===== src/hdl/sdhp_pkg.sv =====
// sdhp_pkg: shared types, constants and angle helper for the straight drive
// heading controller. No dependencies.

package sdhp_pkg;

  typedef enum logic [4:0] {
    ST_IDLE,
    ST_PROD,
    ST_INTEG,
    ST_PMUL,
    ST_PDIV,
    ST_IDIV,
    ST_IQMUL,
    ST_IRMUL,
    ST_IRDIV,
    ST_DMUL1,
    ST_DMUL2,
    ST_DDIV,
    ST_WMUL,
    ST_WDIV,
    ST_LSET,
    ST_LDIV,
    ST_RDIV
  } state_t;

  typedef enum logic [2:0] {
    REG_TARGET    = 3'd0,
    REG_HEADING   = 3'd1,
    REG_YAW_OFF   = 3'd2,
    REG_GAIN_P    = 3'd3,
    REG_GAIN_I    = 3'd4,
    REG_GAIN_D    = 3'd5,
    REG_FLOOR     = 3'd6,
    REG_CEILING   = 3'd7
  } reg_idx_t;

  localparam logic [11:0] START_SPEED = 12'd1500;
  localparam logic [11:0] STOP_SPEED  = 12'd100;
  localparam logic [11:0] SPEED_DROP  = 12'd13;

  localparam logic [15:0] GAIN_P_RST = 16'd14131;
  localparam logic [15:0] GAIN_I_RST = 16'd41;
  localparam logic [15:0] GAIN_D_RST = 16'd492;

  localparam logic signed [18:0] HALF_TURN = 19'sd18000;
  localparam logic signed [18:0] FULL_TURN = 19'sd36000;

  localparam logic [23:0] DIV_TEN   = 24'd10;
  localparam logic [23:0] DIV_INTEG = 24'd10000000;
  localparam logic [23:0] DIV_IR    = 24'd25;
  localparam logic [19:0] D_SCALE   = 20'd100000;
  localparam logic [19:0] IR_GAIN   = 20'd5632;

  localparam logic [63:0] INT64_MAX = 64'h7FFF_FFFF_FFFF_FFFF;
  localparam logic [63:0] INT64_MIN = 64'h8000_0000_0000_0000;

  function automatic logic signed [15:0] wrap_angle(input logic signed [18:0] x);
    logic signed [18:0] v;
    v = x;
    for (int i = 0; i < 3; i++) begin
      if (v > HALF_TURN) v = v - FULL_TURN;
    end
    for (int i = 0; i < 3; i++) begin
      if (v < -HALF_TURN) v = v + FULL_TURN;
    end
    return v[15:0];
  endfunction

endpackage


===== src/hdl/straight_drive_heading_pid.sv =====
// straight_drive_heading_pid: straight-line drive controller top level.
// Depends on sdhp_pkg (states, register codes, constants, wrap_angle).
//
// Usage:
//   in_*  : one control tick per beat. in_tuser = new_move, in_tdata holds
//           yaw, encoder counts, side IR readings and elapsed microseconds.
//   out_* : one result beat per tick, left/right speed in out_tdata and
//           move_done in out_tuser.
//   cfg_* : register writes (index, data), always ready; write only while idle.
// Timing: a tick that ends or has no move gives its result in the cycle after
//   the input beat. An active tick runs a bit-serial shift-add multiplier and
//   a restoring divider shared over 14 operations, one bit per cycle, before the
//   result is registered. One tick is in flight at a time.
// in_tready is high only while the sequencer is idle and the output register
//   is empty or being drained in the same cycle; a stalled receiver holds the
//   result and blocks the next tick.
// Reset (rst_n low, synchronous) loads register defaults, base speed 150.0,
//   clears integral, previous error, the moving flag and the output register.

module straight_drive_heading_pid #(
  parameter int SPEED_BITS = 8
) (
  input  logic                                  clk,
  input  logic                                  rst_n,
  input  logic                                  in_tvalid,
  output logic                                  in_tready,
  // yaw[15:0], enc_left[35:16], enc_right[55:36], ir_side_one[67:56],
  // ir_side_three[79:68], elapsed_us[99:80], zero pad[103:100]
  input  logic [103:0]                          in_tdata,
  // new_move
  input  logic                                  in_tuser,
  output logic                                  out_tvalid,
  input  logic                                  out_tready,
  // left_speed[SPEED_BITS-1:0], right_speed[2*SPEED_BITS-1:SPEED_BITS], zero pad
  output logic [((2*SPEED_BITS+7)/8)*8-1:0]     out_tdata,
  // move_done
  output logic                                  out_tuser,
  input  logic                                  cfg_valid,
  output logic                                  cfg_ready,
  input  logic [2:0]                            cfg_index,
  input  logic [18:0]                           cfg_data
);

  localparam int OUT_W = ((2*SPEED_BITS+7)/8)*8;

  // configuration
  logic [18:0]        target_r;
  logic signed [15:0] heading_r;
  logic signed [15:0] yaw_off_r;
  logic [15:0]        gain_p_r, gain_i_r, gain_d_r;
  logic [7:0]         floor_r, ceil_r;

  // control state
  sdhp_pkg::state_t   state_r, state_nxt;
  logic [11:0]        base_r, base_nxt;
  logic               moving_r, moving_nxt;
  logic signed [63:0] integ_r, integ_nxt;
  logic signed [16:0] prev_r, prev_nxt;

  // per-tick operands and serial unit
  logic signed [15:0] err_r, err_nxt;
  logic [19:0]        dt_r, dt_nxt;
  logic signed [12:0] ird_r, ird_nxt;
  logic signed [63:0] u_r, u_nxt;
  logic [23:0]        rmd_r, rmd_nxt;
  logic               sgn_r, sgn_nxt;
  logic [6:0]         cnt_r, cnt_nxt;
  logic [63:0]        acc_r, acc_nxt;
  logic [63:0]        mcand_r, mcand_nxt;
  logic [19:0]        mplier_r, mplier_nxt;
  logic [23:0]        rem_r, rem_nxt;
  logic [23:0]        dvsr_r, dvsr_nxt;

  // output register
  logic                  ov_r, ov_nxt;
  logic [SPEED_BITS-1:0] left_r, left_nxt;
  logic [SPEED_BITS-1:0] right_r, right_nxt;
  logic                  done_r, done_nxt;

  // input fields
  logic [15:0]        in_yaw;
  logic signed [19:0] in_encl, in_encr;
  logic [11:0]        in_ir1, in_ir3;
  logic [19:0]        in_el;
  assign in_yaw  = in_tdata[15:0];
  assign in_encl = in_tdata[35:16];
  assign in_encr = in_tdata[55:36];
  assign in_ir1  = in_tdata[67:56];
  assign in_ir3  = in_tdata[79:68];
  assign in_el   = in_tdata[99:80];

  assign cfg_ready  = 1'b1;
  assign in_tready  = (state_r == sdhp_pkg::ST_IDLE) && (!ov_r || out_tready);
  assign out_tvalid = ov_r;
  assign out_tdata  = OUT_W'({right_r, left_r});
  assign out_tuser  = done_r;

  function automatic logic [7:0] clamp8(input logic signed [63:0] v,
                                        input logic [7:0] lo, input logic [7:0] hi);
    logic [7:0] r;
    if (v < $signed({56'd0, lo}))      r = lo;
    else if (v > $signed({56'd0, hi})) r = hi;
    else                               r = v[7:0];
    return r;
  endfunction

  // tick front end
  logic               mv_eff;
  logic [11:0]        base_eff;
  logic signed [20:0] sum_lr, sum_adj, dist_w, tgt_s;
  logic signed [21:0] diff;
  logic [21:0]        adiff;
  logic               near, end_move;
  logic signed [15:0] yaw_w, err_w;
  logic [19:0]        dt_w;

  always_comb begin
    mv_eff   = moving_r | in_tuser;
    base_eff = in_tuser ? sdhp_pkg::START_SPEED : base_r;
    sum_lr   = {in_encl[19], in_encl} + {in_encr[19], in_encr};
    sum_adj  = sum_lr + {20'd0, sum_lr[20]};
    dist_w   = sum_adj >>> 1;
    tgt_s    = $signed({2'b00, target_r});
    diff     = {dist_w[20], dist_w} - $signed({3'b000, target_r});
    adiff    = diff[21] ? 22'(-diff) : 22'(diff);
    near     = (27'(adiff) * 27'd20) < (27'(target_r) * 27'd7);
    end_move = !mv_eff || (dist_w >= tgt_s) || (base_eff <= sdhp_pkg::STOP_SPEED);
    yaw_w    = sdhp_pkg::wrap_angle($signed({3'b000, in_yaw})
                 - {{3{yaw_off_r[15]}}, yaw_off_r});
    err_w    = sdhp_pkg::wrap_angle({{3{yaw_w[15]}}, yaw_w}
                 - {{3{heading_r[15]}}, heading_r});
    dt_w     = (in_el == 20'd0) ? 20'd1 : in_el;
  end

  // serial unit step
  logic               is_mul, is_div, last;
  logic [63:0]        acc_mul, acc_div, res;
  logic [24:0]        t_div, t_sub;
  logic               ge;
  logic [23:0]        rem_div;
  logic signed [63:0] sres;
  logic [63:0]        isum, padd, mag_i;
  logic               ovf;
  logic signed [17:0] dd;
  logic signed [63:0] s_val, xl, xr;
  logic [63:0]        magl, magr;

  assign is_mul = (state_r == sdhp_pkg::ST_PROD) || (state_r == sdhp_pkg::ST_PMUL) ||
                  (state_r == sdhp_pkg::ST_IQMUL) || (state_r == sdhp_pkg::ST_IRMUL) ||
                  (state_r == sdhp_pkg::ST_DMUL1) || (state_r == sdhp_pkg::ST_DMUL2) ||
                  (state_r == sdhp_pkg::ST_WMUL);
  assign is_div = (state_r == sdhp_pkg::ST_PDIV) || (state_r == sdhp_pkg::ST_IDIV) ||
                  (state_r == sdhp_pkg::ST_IRDIV) || (state_r == sdhp_pkg::ST_DDIV) ||
                  (state_r == sdhp_pkg::ST_WDIV) || (state_r == sdhp_pkg::ST_LDIV) ||
                  (state_r == sdhp_pkg::ST_RDIV);

  always_comb begin
    acc_mul = mplier_r[0] ? acc_r + mcand_r : acc_r;
    t_div   = {rem_r, acc_r[63]};
    ge      = t_div >= {1'b0, dvsr_r};
    t_sub   = t_div - {1'b0, dvsr_r};
    rem_div = ge ? t_sub[23:0] : t_div[23:0];
    acc_div = {acc_r[62:0], ge};
    res     = is_div ? acc_div : acc_mul;
    sres    = sgn_r ? -$signed(res) : $signed(res);
    last    = (is_mul || is_div) && (cnt_r == 7'd1);
    padd    = acc_r ^ {64{sgn_r}};
    isum    = integ_r + padd + 64'(sgn_r);
    ovf     = (integ_r[63] == sgn_r) && (isum[63] != sgn_r);
    mag_i   = integ_r[63] ? 64'(-integ_r) : 64'(integ_r);
    dd      = {{2{err_r[15]}}, err_r} - {prev_r[16], prev_r};
    s_val   = $signed({40'd0, base_r, 12'd0});
    xl      = s_val - u_r;
    xr      = s_val + u_r;
    magl    = xl[63] ? 64'(-xl) : 64'(xl);
    magr    = xr[63] ? 64'(-xr) : 64'(xr);
  end

  always_comb begin
    state_nxt  = state_r;
    base_nxt   = base_r;
    moving_nxt = moving_r;
    integ_nxt  = integ_r;
    prev_nxt   = prev_r;
    err_nxt    = err_r;
    dt_nxt     = dt_r;
    ird_nxt    = ird_r;
    u_nxt      = u_r;
    rmd_nxt    = rmd_r;
    sgn_nxt    = sgn_r;
    cnt_nxt    = cnt_r;
    acc_nxt    = acc_r;
    mcand_nxt  = mcand_r;
    mplier_nxt = mplier_r;
    rem_nxt    = rem_r;
    dvsr_nxt   = dvsr_r;
    ov_nxt     = ov_r && !out_tready;
    left_nxt   = left_r;
    right_nxt  = right_r;
    done_nxt   = done_r;

    if (is_mul) begin
      acc_nxt    = acc_mul;
      mcand_nxt  = mcand_r << 1;
      mplier_nxt = mplier_r >> 1;
      cnt_nxt    = cnt_r - 7'd1;
    end
    if (is_div) begin
      acc_nxt = acc_div;
      rem_nxt = rem_div;
      cnt_nxt = cnt_r - 7'd1;
    end

    unique case (state_r)
      sdhp_pkg::ST_IDLE: begin
        if (in_tvalid && in_tready) begin
          if (in_tuser) base_nxt = sdhp_pkg::START_SPEED;
          if (end_move) begin
            moving_nxt = 1'b0;
            left_nxt   = '0;
            right_nxt  = '0;
            done_nxt   = 1'b1;
            ov_nxt     = 1'b1;
          end else begin
            moving_nxt = 1'b1;
            base_nxt   = near ? base_eff - sdhp_pkg::SPEED_DROP : base_eff;
            err_nxt    = err_w;
            dt_nxt     = dt_w;
            ird_nxt    = $signed({1'b0, in_ir1}) - $signed({1'b0, in_ir3});
            sgn_nxt    = err_w[15];
            mcand_nxt  = 64'(err_w[15] ? 16'(-err_w) : 16'(err_w));
            mplier_nxt = dt_w;
            acc_nxt    = '0;
            cnt_nxt    = 7'd20;
            state_nxt  = sdhp_pkg::ST_PROD;
          end
        end
      end
      sdhp_pkg::ST_PROD: begin
        if (last) state_nxt = sdhp_pkg::ST_INTEG;
      end
      sdhp_pkg::ST_INTEG: begin
        if (ovf) integ_nxt = sgn_r ? $signed(sdhp_pkg::INT64_MIN)
                                   : $signed(sdhp_pkg::INT64_MAX);
        else     integ_nxt = $signed(isum);
        mcand_nxt  = 64'(err_r[15] ? 16'(-err_r) : 16'(err_r));
        mplier_nxt = 20'(gain_p_r);
        acc_nxt    = '0;
        cnt_nxt    = 7'd16;
        state_nxt  = sdhp_pkg::ST_PMUL;
      end
      sdhp_pkg::ST_PMUL: begin
        if (last) begin
          acc_nxt   = res << 32;
          rem_nxt   = '0;
          dvsr_nxt  = sdhp_pkg::DIV_TEN;
          cnt_nxt   = 7'd32;
          state_nxt = sdhp_pkg::ST_PDIV;
        end
      end
      sdhp_pkg::ST_PDIV: begin
        if (last) begin
          u_nxt     = sres;
          sgn_nxt   = integ_r[63];
          acc_nxt   = mag_i;
          rem_nxt   = '0;
          dvsr_nxt  = sdhp_pkg::DIV_INTEG;
          cnt_nxt   = 7'd64;
          state_nxt = sdhp_pkg::ST_IDIV;
        end
      end
      sdhp_pkg::ST_IDIV: begin
        if (last) begin
          rmd_nxt    = rem_div;
          mcand_nxt  = res;
          mplier_nxt = 20'(gain_i_r);
          acc_nxt    = '0;
          cnt_nxt    = 7'd16;
          state_nxt  = sdhp_pkg::ST_IQMUL;
        end
      end
      sdhp_pkg::ST_IQMUL: begin
        if (last) begin
          u_nxt      = u_r + sres;
          mcand_nxt  = 64'(rmd_r);
          mplier_nxt = 20'(gain_i_r);
          acc_nxt    = '0;
          cnt_nxt    = 7'd16;
          state_nxt  = sdhp_pkg::ST_IRMUL;
        end
      end
      sdhp_pkg::ST_IRMUL: begin
        if (last) begin
          acc_nxt   = res << 24;
          rem_nxt   = '0;
          dvsr_nxt  = sdhp_pkg::DIV_INTEG;
          cnt_nxt   = 7'd40;
          state_nxt = sdhp_pkg::ST_IRDIV;
        end
      end
      sdhp_pkg::ST_IRDIV: begin
        if (last) begin
          u_nxt      = u_r + sres;
          prev_nxt   = 17'(err_r);
          sgn_nxt    = dd[17];
          mcand_nxt  = 64'(dd[17] ? 18'(-dd) : 18'(dd));
          mplier_nxt = 20'(gain_d_r);
          acc_nxt    = '0;
          cnt_nxt    = 7'd16;
          state_nxt  = sdhp_pkg::ST_DMUL1;
        end
      end
      sdhp_pkg::ST_DMUL1: begin
        if (last) begin
          mcand_nxt  = res;
          mplier_nxt = sdhp_pkg::D_SCALE;
          acc_nxt    = '0;
          cnt_nxt    = 7'd17;
          state_nxt  = sdhp_pkg::ST_DMUL2;
        end
      end
      sdhp_pkg::ST_DMUL2: begin
        if (last) begin
          acc_nxt   = res << 14;
          rem_nxt   = '0;
          dvsr_nxt  = 24'(dt_r);
          cnt_nxt   = 7'd50;
          state_nxt = sdhp_pkg::ST_DDIV;
        end
      end
      sdhp_pkg::ST_DDIV: begin
        if (last) begin
          u_nxt      = u_r + sres;
          sgn_nxt    = ird_r[12];
          mcand_nxt  = 64'(ird_r[12] ? 13'(-ird_r) : 13'(ird_r));
          mplier_nxt = sdhp_pkg::IR_GAIN;
          acc_nxt    = '0;
          cnt_nxt    = 7'd13;
          state_nxt  = sdhp_pkg::ST_WMUL;
        end
      end
      sdhp_pkg::ST_WMUL: begin
        if (last) begin
          acc_nxt   = res << 39;
          rem_nxt   = '0;
          dvsr_nxt  = sdhp_pkg::DIV_IR;
          cnt_nxt   = 7'd25;
          state_nxt = sdhp_pkg::ST_WDIV;
        end
      end
      sdhp_pkg::ST_WDIV: begin
        if (last) begin
          u_nxt     = u_r + sres;
          state_nxt = sdhp_pkg::ST_LSET;
        end
      end
      sdhp_pkg::ST_LSET: begin
        sgn_nxt   = xl[63];
        acc_nxt   = {magl[59:12], 16'd0};
        rem_nxt   = '0;
        dvsr_nxt  = sdhp_pkg::DIV_TEN;
        cnt_nxt   = 7'd48;
        state_nxt = sdhp_pkg::ST_LDIV;
      end
      sdhp_pkg::ST_LDIV: begin
        if (last) begin
          left_nxt  = SPEED_BITS'(clamp8(sres, floor_r, ceil_r));
          sgn_nxt   = xr[63];
          acc_nxt   = {magr[59:12], 16'd0};
          rem_nxt   = '0;
          cnt_nxt   = 7'd48;
          state_nxt = sdhp_pkg::ST_RDIV;
        end
      end
      sdhp_pkg::ST_RDIV: begin
        if (last) begin
          right_nxt = SPEED_BITS'(clamp8(sres, floor_r, ceil_r));
          done_nxt  = 1'b0;
          ov_nxt    = 1'b1;
          state_nxt = sdhp_pkg::ST_IDLE;
        end
      end
      default: state_nxt = sdhp_pkg::ST_IDLE;
    endcase
  end

  always_ff @(posedge clk) begin
    if (!rst_n) begin
      state_r  <= sdhp_pkg::ST_IDLE;
      base_r   <= sdhp_pkg::START_SPEED;
      moving_r <= 1'b0;
      integ_r  <= '0;
      prev_r   <= '0;
      ov_r     <= 1'b0;
    end else begin
      state_r  <= state_nxt;
      base_r   <= base_nxt;
      moving_r <= moving_nxt;
      integ_r  <= integ_nxt;
      prev_r   <= prev_nxt;
      ov_r     <= ov_nxt;
    end
  end

  always_ff @(posedge clk) begin
    err_r    <= err_nxt;
    dt_r     <= dt_nxt;
    ird_r    <= ird_nxt;
    u_r      <= u_nxt;
    rmd_r    <= rmd_nxt;
    sgn_r    <= sgn_nxt;
    cnt_r    <= cnt_nxt;
    acc_r    <= acc_nxt;
    mcand_r  <= mcand_nxt;
    mplier_r <= mplier_nxt;
    rem_r    <= rem_nxt;
    dvsr_r   <= dvsr_nxt;
    left_r   <= left_nxt;
    right_r  <= right_nxt;
    done_r   <= done_nxt;
  end

  always_ff @(posedge clk) begin
    if (!rst_n) begin
      target_r  <= '0;
      heading_r <= '0;
      yaw_off_r <= '0;
      gain_p_r  <= sdhp_pkg::GAIN_P_RST;
      gain_i_r  <= sdhp_pkg::GAIN_I_RST;
      gain_d_r  <= sdhp_pkg::GAIN_D_RST;
      floor_r   <= '0;
      ceil_r    <= 8'd255;
    end else if (cfg_valid && cfg_ready) begin
      unique case (sdhp_pkg::reg_idx_t'(cfg_index))
        sdhp_pkg::REG_TARGET:  target_r  <= cfg_data;
        sdhp_pkg::REG_HEADING: heading_r <= cfg_data[15:0];
        sdhp_pkg::REG_YAW_OFF: yaw_off_r <= cfg_data[15:0];
        sdhp_pkg::REG_GAIN_P:  gain_p_r  <= cfg_data[15:0];
        sdhp_pkg::REG_GAIN_I:  gain_i_r  <= cfg_data[15:0];
        sdhp_pkg::REG_GAIN_D:  gain_d_r  <= cfg_data[15:0];
        sdhp_pkg::REG_FLOOR:   floor_r   <= cfg_data[7:0];
        sdhp_pkg::REG_CEILING: ceil_r    <= cfg_data[7:0];
        default: ;
      endcase
    end
  end

  a_ready_idle: assert property (@(posedge clk) disable iff (!rst_n)
    in_tready |-> state_r == sdhp_pkg::ST_IDLE)
    else $error("input ready outside idle");

  a_done_zero: assert property (@(posedge clk) disable iff (!rst_n)
    out_tvalid && out_tuser |-> out_tdata == '0)
    else $error("stopped beat carries nonzero speed");

  a_busy_moving: assert property (@(posedge clk) disable iff (!rst_n)
    state_r != sdhp_pkg::ST_IDLE |-> moving_r)
    else $error("sequencer busy without active move");

  a_out_empty: assert property (@(posedge clk) disable iff (!rst_n)
    state_r != sdhp_pkg::ST_IDLE |-> !out_tvalid)
    else $error("result pending while tick in flight");

  a_dvsr_nz: assert property (@(posedge clk) disable iff (!rst_n)
    is_div |-> dvsr_r != 24'd0)
    else $error("divide by zero in serial divider");

endmodule


===== config.mk =====
export PLATFORM = sky130hd
export DESIGN_NAME = straight_drive_heading_pid
export DESIGN_NICKNAME = d
export VERILOG_FILES = /design/src/hdl/sdhp_pkg.sv /design/src/hdl/straight_drive_heading_pid.sv
export SDC_FILE = /design/constraint.sdc
export NUM_CORES = 2
export LEC_CHECK = 0
export BUFFER_PORTS_ARGS = -buffer_cell sky130_fd_sc_hd__buf_2
export CORE_AREA = 2 2 357 359
export DETAILED_ROUTE_END_ITERATION = 7
export DIE_AREA = 0 0 359 361
export PLACE_DENSITY_LB_ADDON = 0.12
export SLEW_MARGIN = 20
export SYNTH_ARGS = -nofsm -noshare
export SYNTH_HDL_FRONTEND = slang
export SYNTH_SLANG_ARGS = --single-unit

===== constraint.sdc =====
create_clock -name clk -period 34.2 [get_ports clk]
set_input_delay 6.84 -clock clk [delete_from_list [all_inputs] [get_ports clk]]
set_output_delay 6.84 -clock clk [all_outputs]
set_load 0.02 [all_outputs]

# --- Word level (Yosys, flattened, before mapping) ---
# Index checks and enable logic that the tools add are counted.
op_classes:
  addsub: 37
  mul: 2
  magnitude_cmp: 18
  eq_ne: 45
  mux: 123
  n_bitwise: 3
  n_reduce_logical: 57
op_table:
  columns: ["op", "count"]
  rows:
  - ["$mux W64", 30]
  - ["$pmux W64 S10", 1]
  - ["$pmux W64 S6", 1]
  - ["$add A64 B64 Y64", 3]
  - ["$mux W19", 10]
  - ["$mux W24", 7]
  - ["$mux W20", 8]
  - ["$neg A64 Y64", 2]
  - ["$pmux W64 S2", 1]
  - ["$mux W60", 2]
  - ["$neg A60 Y60", 2]
  - ["$pmux W20 S6", 1]
  - ["$pmux W24 S5", 1]
  - ["$lt A19 B16 Y1 const B", 6]
  - ["$mux W7", 13]
  - ["$pmux W5 S17", 1]
  - ["$pmux W7 S12", 1]
  - ["$mux W5", 16]
  - ["$add A19 B17 Y19 const B", 4]
  - ["$gt A19 B16 Y1 const B", 4]
  - ["$sub A19 B17 Y19 const B", 4]
  - ["$add A25 B64 Y64", 1]
  - ["$add A64 B1 Y64", 1]
  - ["$gt A64 B9 Y1", 1]
  - ["other kinds (71)", 164]
totals:
  reg_bits: 572
  elab_cells: 314

# --- Logic depth before layout (Yosys ltp) ---
depth:
  ltp_word: 31
  ltp_mapped: 121
  depth_no_buf: 105

# --- Worst setup path before layout ---
# OpenSTA, ideal clock, no wires.
synth_path:
  path_kind: "input -> register"
  startpoint: "in in_tdata[0]"
  endpoint: "reg mcand_r[14]"
  setup_time_ps: 212
  t_arrival_ps: 27637
  slack_ps: 6351
  stages: 116
  cell_sequence: "inv_1 > ha_1 > inv_1 > fa_1 > a211o_1 > a21bo_2 > nand2_4 > a311o_2 > buf_4 > or3b_4 > or4_4 > nand3_4 > buf_4 > nand2_1 > o21ai_0 > inv_1 > ha_1 > o21ai_0 > [80 not listed] > buf_2 > or2_1 > buf_2 > xnor2_1 > ha_1 > nand2_1 > nand2_1 > or4bb_1 > o2111ai_1 > a21o_1 > buf_4 > o21bai_1 > nor2_1 > a21oi_1 > nor2_1 > a31oi_1 > xnor2_1 > a21oi_1"
synth_between:
  elab_chain_cells: 31
  word_cells_on_any_way: 43
synth_lines:
  columns: ["item", "line", "source"]
  rows:
  - ["start: declaration", "straight_drive_heading_pid.sv:29", "input logic [103:0] in_tdata,"]
  - ["$sub A17 B16 Y18 (*)", "straight_drive_heading_pid.sv:129", "- {{3{yaw_off_r[15]}}, yaw_off_r});"]
  - ["$sub A18 B17 Y19 / $gt A18 B16 Y1 (equally long branches)", "sdhp_pkg.sv:61", "if (v > HALF_TURN) v = v - FULL_TURN;"]
  - ["$mux W19 (*)", "sdhp_pkg.sv:61", null]
  - ["$sub A19 B17 Y19 / $gt A19 B16 Y1 (equally long branches)", "sdhp_pkg.sv:61", null]
  - ["$mux W19 (*)", "sdhp_pkg.sv:61", null]
  - ["$sub A19 B17 Y19 / $gt A19 B16 Y1 (equally long branches)", "sdhp_pkg.sv:61", null]
  - ["$mux W19 (*)", "sdhp_pkg.sv:61", null]
  - ["$add A19 B17 Y19 / $lt A19 B16 Y1 (equally long branches)", "sdhp_pkg.sv:64", "if (v < -HALF_TURN) v = v + FULL_TURN;"]
  - ["[17 not listed]", null, null]
  - ["$mux W16 (*)", "sdhp_pkg.sv:64", null]
  - ["via err_w[12]", "straight_drive_heading_pid.sv:114", "logic signed [15:0] yaw_w, err_w;"]
  - ["$neg A16 Y16 (*)", "straight_drive_heading_pid.sv:231", "mcand_nxt = 64'(err_w[15] ? 16'(-err_w) : 16'(err_w));"]
  - ["$mux W64 (*)", "straight_drive_heading_pid.sv:231", null]
  - ["$mux W64 (*)", "straight_drive_heading_pid.sv:218", "if (end_move) begin"]
  - ["$mux W64 (*)", "straight_drive_heading_pid.sv:216", "if (in_tvalid && in_tready) begin"]
  - ["$pmux W64 S6 (*)", "straight_drive_heading_pid.sv:214", "unique case (state_r)"]
  - ["via mcand_nxt[14]", "straight_drive_heading_pid.sv:69", "logic [63:0] mcand_r, mcand_nxt;"]
  - ["end signal: assignment", "straight_drive_heading_pid.sv:414", "mcand_r <= mcand_nxt;"]
  - ["end: declaration", "straight_drive_heading_pid.sv:69", null]
# Mark *: on every way through the listed nets, which the timed path passes. The rest lies on a longest branch.
# A chain may end at the register's enable or synchronous reset.

# --- Final worst setup path ---
layout_path:
  startpoint: "in in_tdata[0]"
  endpoint: "reg mcand_r[1]"
layout_between:
  elab_chain_cells: 31
  word_cells_on_any_way: 43
layout_lines:
  columns: ["item", "line"]
  rows:
  - ["$sub A17 B16 Y18 (*)", "straight_drive_heading_pid.sv:129"]
  - ["$sub A18 B17 Y19 / $gt A18 B16 Y1 (equally long branches)", "sdhp_pkg.sv:61"]
  - ["$mux W19 (*)", "sdhp_pkg.sv:61"]
  - ["$sub A19 B17 Y19 / $gt A19 B16 Y1 (equally long branches)", "sdhp_pkg.sv:61"]
  - ["$mux W19 (*)", "sdhp_pkg.sv:61"]
  - ["$sub A19 B17 Y19 / $gt A19 B16 Y1 (equally long branches)", "sdhp_pkg.sv:61"]
  - ["$mux W19 (*)", "sdhp_pkg.sv:61"]
  - ["$add A19 B17 Y19 / $lt A19 B16 Y1 (equally long branches)", "sdhp_pkg.sv:64"]
  - ["[16 not listed]", null]
  - ["$add A16 B16 Y16 / $lt A19 B16 Y1 (equally long branches)", "sdhp_pkg.sv:64"]
  - ["$mux W16 (*)", "sdhp_pkg.sv:64"]
  - ["$neg A16 Y16", "straight_drive_heading_pid.sv:231"]
  - ["$mux W64 (*)", "straight_drive_heading_pid.sv:231"]
  - ["$mux W64 (*)", "straight_drive_heading_pid.sv:218"]
  - ["$mux W64 (*)", "straight_drive_heading_pid.sv:216"]
  - ["$pmux W64 S6 (*)", "straight_drive_heading_pid.sv:214"]
  - ["via mcand_nxt[1]", "straight_drive_heading_pid.sv:69"]
# Marked as above.

==> flow_metrics.env <==
export IMPL_slowest_stage="a211oi_2"
export IMPL_cts_tree="built"
export IMPL_fin_setup_tns_ps=0
export IMPL_ys_flop_type="dfxtp_1"
export IMPL_synth_edff_count=176
export IMPL_finalClockSkew_ps=49.98
export IMPL_path_clk_slew_ps=60
export IMPL_placementRows=130
export IMPL_cts_root_buffer="clkbuf_16"
export IMPL_ctsResizeCount=0
export IMPL_io_buffers=146
export IMPL_period_minus_slack_ps=31250
export IMPL_dr_first_iter_drc_count=6355
export IMPL_syn_to_final_growth_pct=7.760
export IMPL_syn_cell_area_mm2=0.06261
export IMPL_die_area_mm2=0.1296
export IMPL_start_util_pct=49.93
export IMPL_gp_congestion=1.001
export IMPL_ys_types=134
export IMPL_cp_end_kind="flip-flop"
export IMPL_track_usage_pct=34.59
export IMPL_cap_violations=0
export IMPL_cts_inserted_buffers=73
export IMPL_yosysSeqAreaShare_pct=21.01
export IMPL_max_stage_delay_ps=760
export IMPL_ctsHoldBuffers=0
export IMPL_htree_levels=3
export IMPL_post_cts_buffers=0
export IMPL_grt_pass1_vias=59380
export IMPL_cp_arrival_ps=31790
export IMPL_seqCellArea_mm2=0.01316
export IMPL_drv_slew=0
export IMPL_avgSynthCellArea_um2=7.463
export IMPL_synth_net_count=9016
export IMPL_viasPerCell=6.351
export IMPL_die_x_um=359
export IMPL_grt_pass1_wl_um=353100
export IMPL_n_fill_cell=12200
export IMPL_drt_total_wl_um=233900
export IMPL_cts_sinks=569
export IMPL_start_kind="primary input"
export IMPL_fin_crit_sh_pct=91.37
export IMPL_wl_per_cell_um=23.34
export IMPL_multi_input_area_mm2=0.04643
export IMPL_num_vias=63650
export IMPL_final_nets=8933
export IMPL_drive_gt1_share_pct=7.172
export IMPL_drc=0
export IMPL_dp_hpwl_um=178000
export IMPL_grt_max_degree=95
export IMPL_worstPathMaxFanout=18
export IMPL_worstHoldPathType="reg2reg"
export IMPL_cpMostUsedCell="ha_1"
export IMPL_fp_dieH_um=361
export IMPL_crit_type="in2reg"
export IMPL_drtPass1Iterations=7
export IMPL_yosys_warnings=0
export IMPL_ys_ff_latch=569
export IMPL_setup_violations=0
export IMPL_slew_headroom_pct=18.26
export IMPL_worst_skew_pair_late_latency_ps=690
export IMPL_syn_inst=8389
export IMPL_worstPathRequired_ps=34740
export IMPL_fmax_ghz=0.03200
export IMPL_async_reset_ff_share_pct=0
export IMPL_overflow=0
export IMPL_io_pins=152
export IMPL_antenna_found_initial=14
export IMPL_ant_nets=0
export IMPL_outcome="finished clean"
export IMPL_final_hold_violation_count=0
export IMPL_coreArea_mm2=0.1254
export IMPL_clk_path_buf_depth=3
export IMPL_tightestPinTransition_ps=1213
export IMPL_rsz0062_at_grt="no"
stage by stage:
stage               cells  util, %  hold slack [ps]  setup WS [ps]  area, um2
detailed placement   9881    51.75            441.9           2666      64900
global route        10020    53.80            483.3           1019      67460
finish              10020    53.80            453.3           2951      67470
CTS                 10020    53.78            450.4           3249      67450
floorplan            8389        -            427.2           6351      62610
global placement     9881    51.75            435.6           3004      64900
area by class of cell:
type | count | share of cell area [%]
antenna | 6 | 0.02225
multi-input combinational | 6982 | 68.82
timing repair buffer | 284 | 2.628
tap | 1650 | 3.060
clock inverter | 33 | 0.6602
sequential | 569 | 19.50
clock buffer | 102 | 3.110
inverter | 396 | 2.205
critical path, delay by kind of cell:
kind | cells | cell delay (ps)
buf+inv | 4 | 320
mux | 6 | 1750
simple gates | 31 | 7680
compound gates | 35 | 9310
xor+xnor | 7 | 2590
fa+ha+maj | 13 | 3240
logic make-up (layout without fill, tap and decap cells):
| logic type | Yosys count | count (layout) | synth area share [%] |
|---|---|---|---|
| simple gates | 2795 | 2795 | 21.16 |
| compound gates | 2712 | 2712 | 28.23 |
| buf+inv | 838 | 815 | 5.156 |
| xor+xnor | 818 | 818 | 11.55 |
| flops | 569 | 569 | 21.01 |
| fa+ha+maj | 496 | 496 | 10.28 |
| mux | 159 | 159 | 2.608 |
| other cells | 2 | 8 | 0.01199 |
cells in the mapped netlist, types with 109 or more instances:
cell type	number	share of area [%]
nor3_1	223	1.8
o21ai_0	598	4.8
xnor2_1	501	7.0
dfxtp_1	393	13
mux2i_1	138	2.2
nor2_1	733	4.4
clkbuf_1	357	2.1
edfxtp_1	176	8.4
nand2b_1	109	1.1
ha_1	464	9.3
a21oi_1	733	5.9
inv_1	389	2.3
a21o_1	143	1.7
nand3_1	177	1.4
a21boi_0	133	1.6
xor2_1	308	4.3
nand2_1	897	5.4
per-layer routing:
metal,vias up,GRT usage (%),wire (um)
met5,-,0,70
met4,10,23.26,18140
met3,748,5.256,15890
met2,2443,56.35,105400
met1,30110,42.32,94460
li1,30340,-,-
cell usage in the layout (no fill, tap or decap), types with 77 or more instances in the layout:
| master | n |
|---|---|
| a31oi_1 | 99 |
| inv_1 | 388 |
| xor2_1 | 308 |
| o21ai_0 | 594 |
| nor2_1 | 726 |
| nor2b_1 | 95 |
| o211ai_1 | 77 |
| xnor2_1 | 499 |
| dfxtp_1 | 390 |
| buf_4 | 138 |
| nand3_1 | 177 |
| mux2i_1 | 138 |
| a21o_1 | 143 |
| nand2_1 | 896 |
| a21boi_0 | 133 |
| or3_1 | 108 |
| o21bai_1 | 95 |
| edfxtp_1 | 176 |
| o31ai_1 | 79 |
| ha_1 | 464 |
| nand2b_1 | 108 |
| nor3_1 | 214 |
| buf_2 | 145 |
| o22ai_1 | 102 |
| a21oi_1 | 731 |
| a221oi_1 | 83 |
path summary, 6_finish.rpt:
check	start	slack, ps	endpoint	cells after the start
max	in_tdata[0]	2950	mcand_r[1]	96
min	rem_r[23]	450	rem_r[23]	2
max reg2reg	yaw_off_r[0]	8980	mcand_r[1]	94
min reg2reg	rem_r[23]	450	rem_r[23]	2
flip-flops by register name, summed over array words and instances, names as in the netlist, 20 cells and up:
register / count
acc_r: 64
dt_r: 20
dvsr_r: 21
u_r: 64
mcand_r: 64
rmd_r: 24
integ_r: 64
rem_r: 24
mplier_r: 20
Power is left out: the tool's default activity adds up to more than one toggle a clock period on the data nets, which glitch-free logic cannot reach.
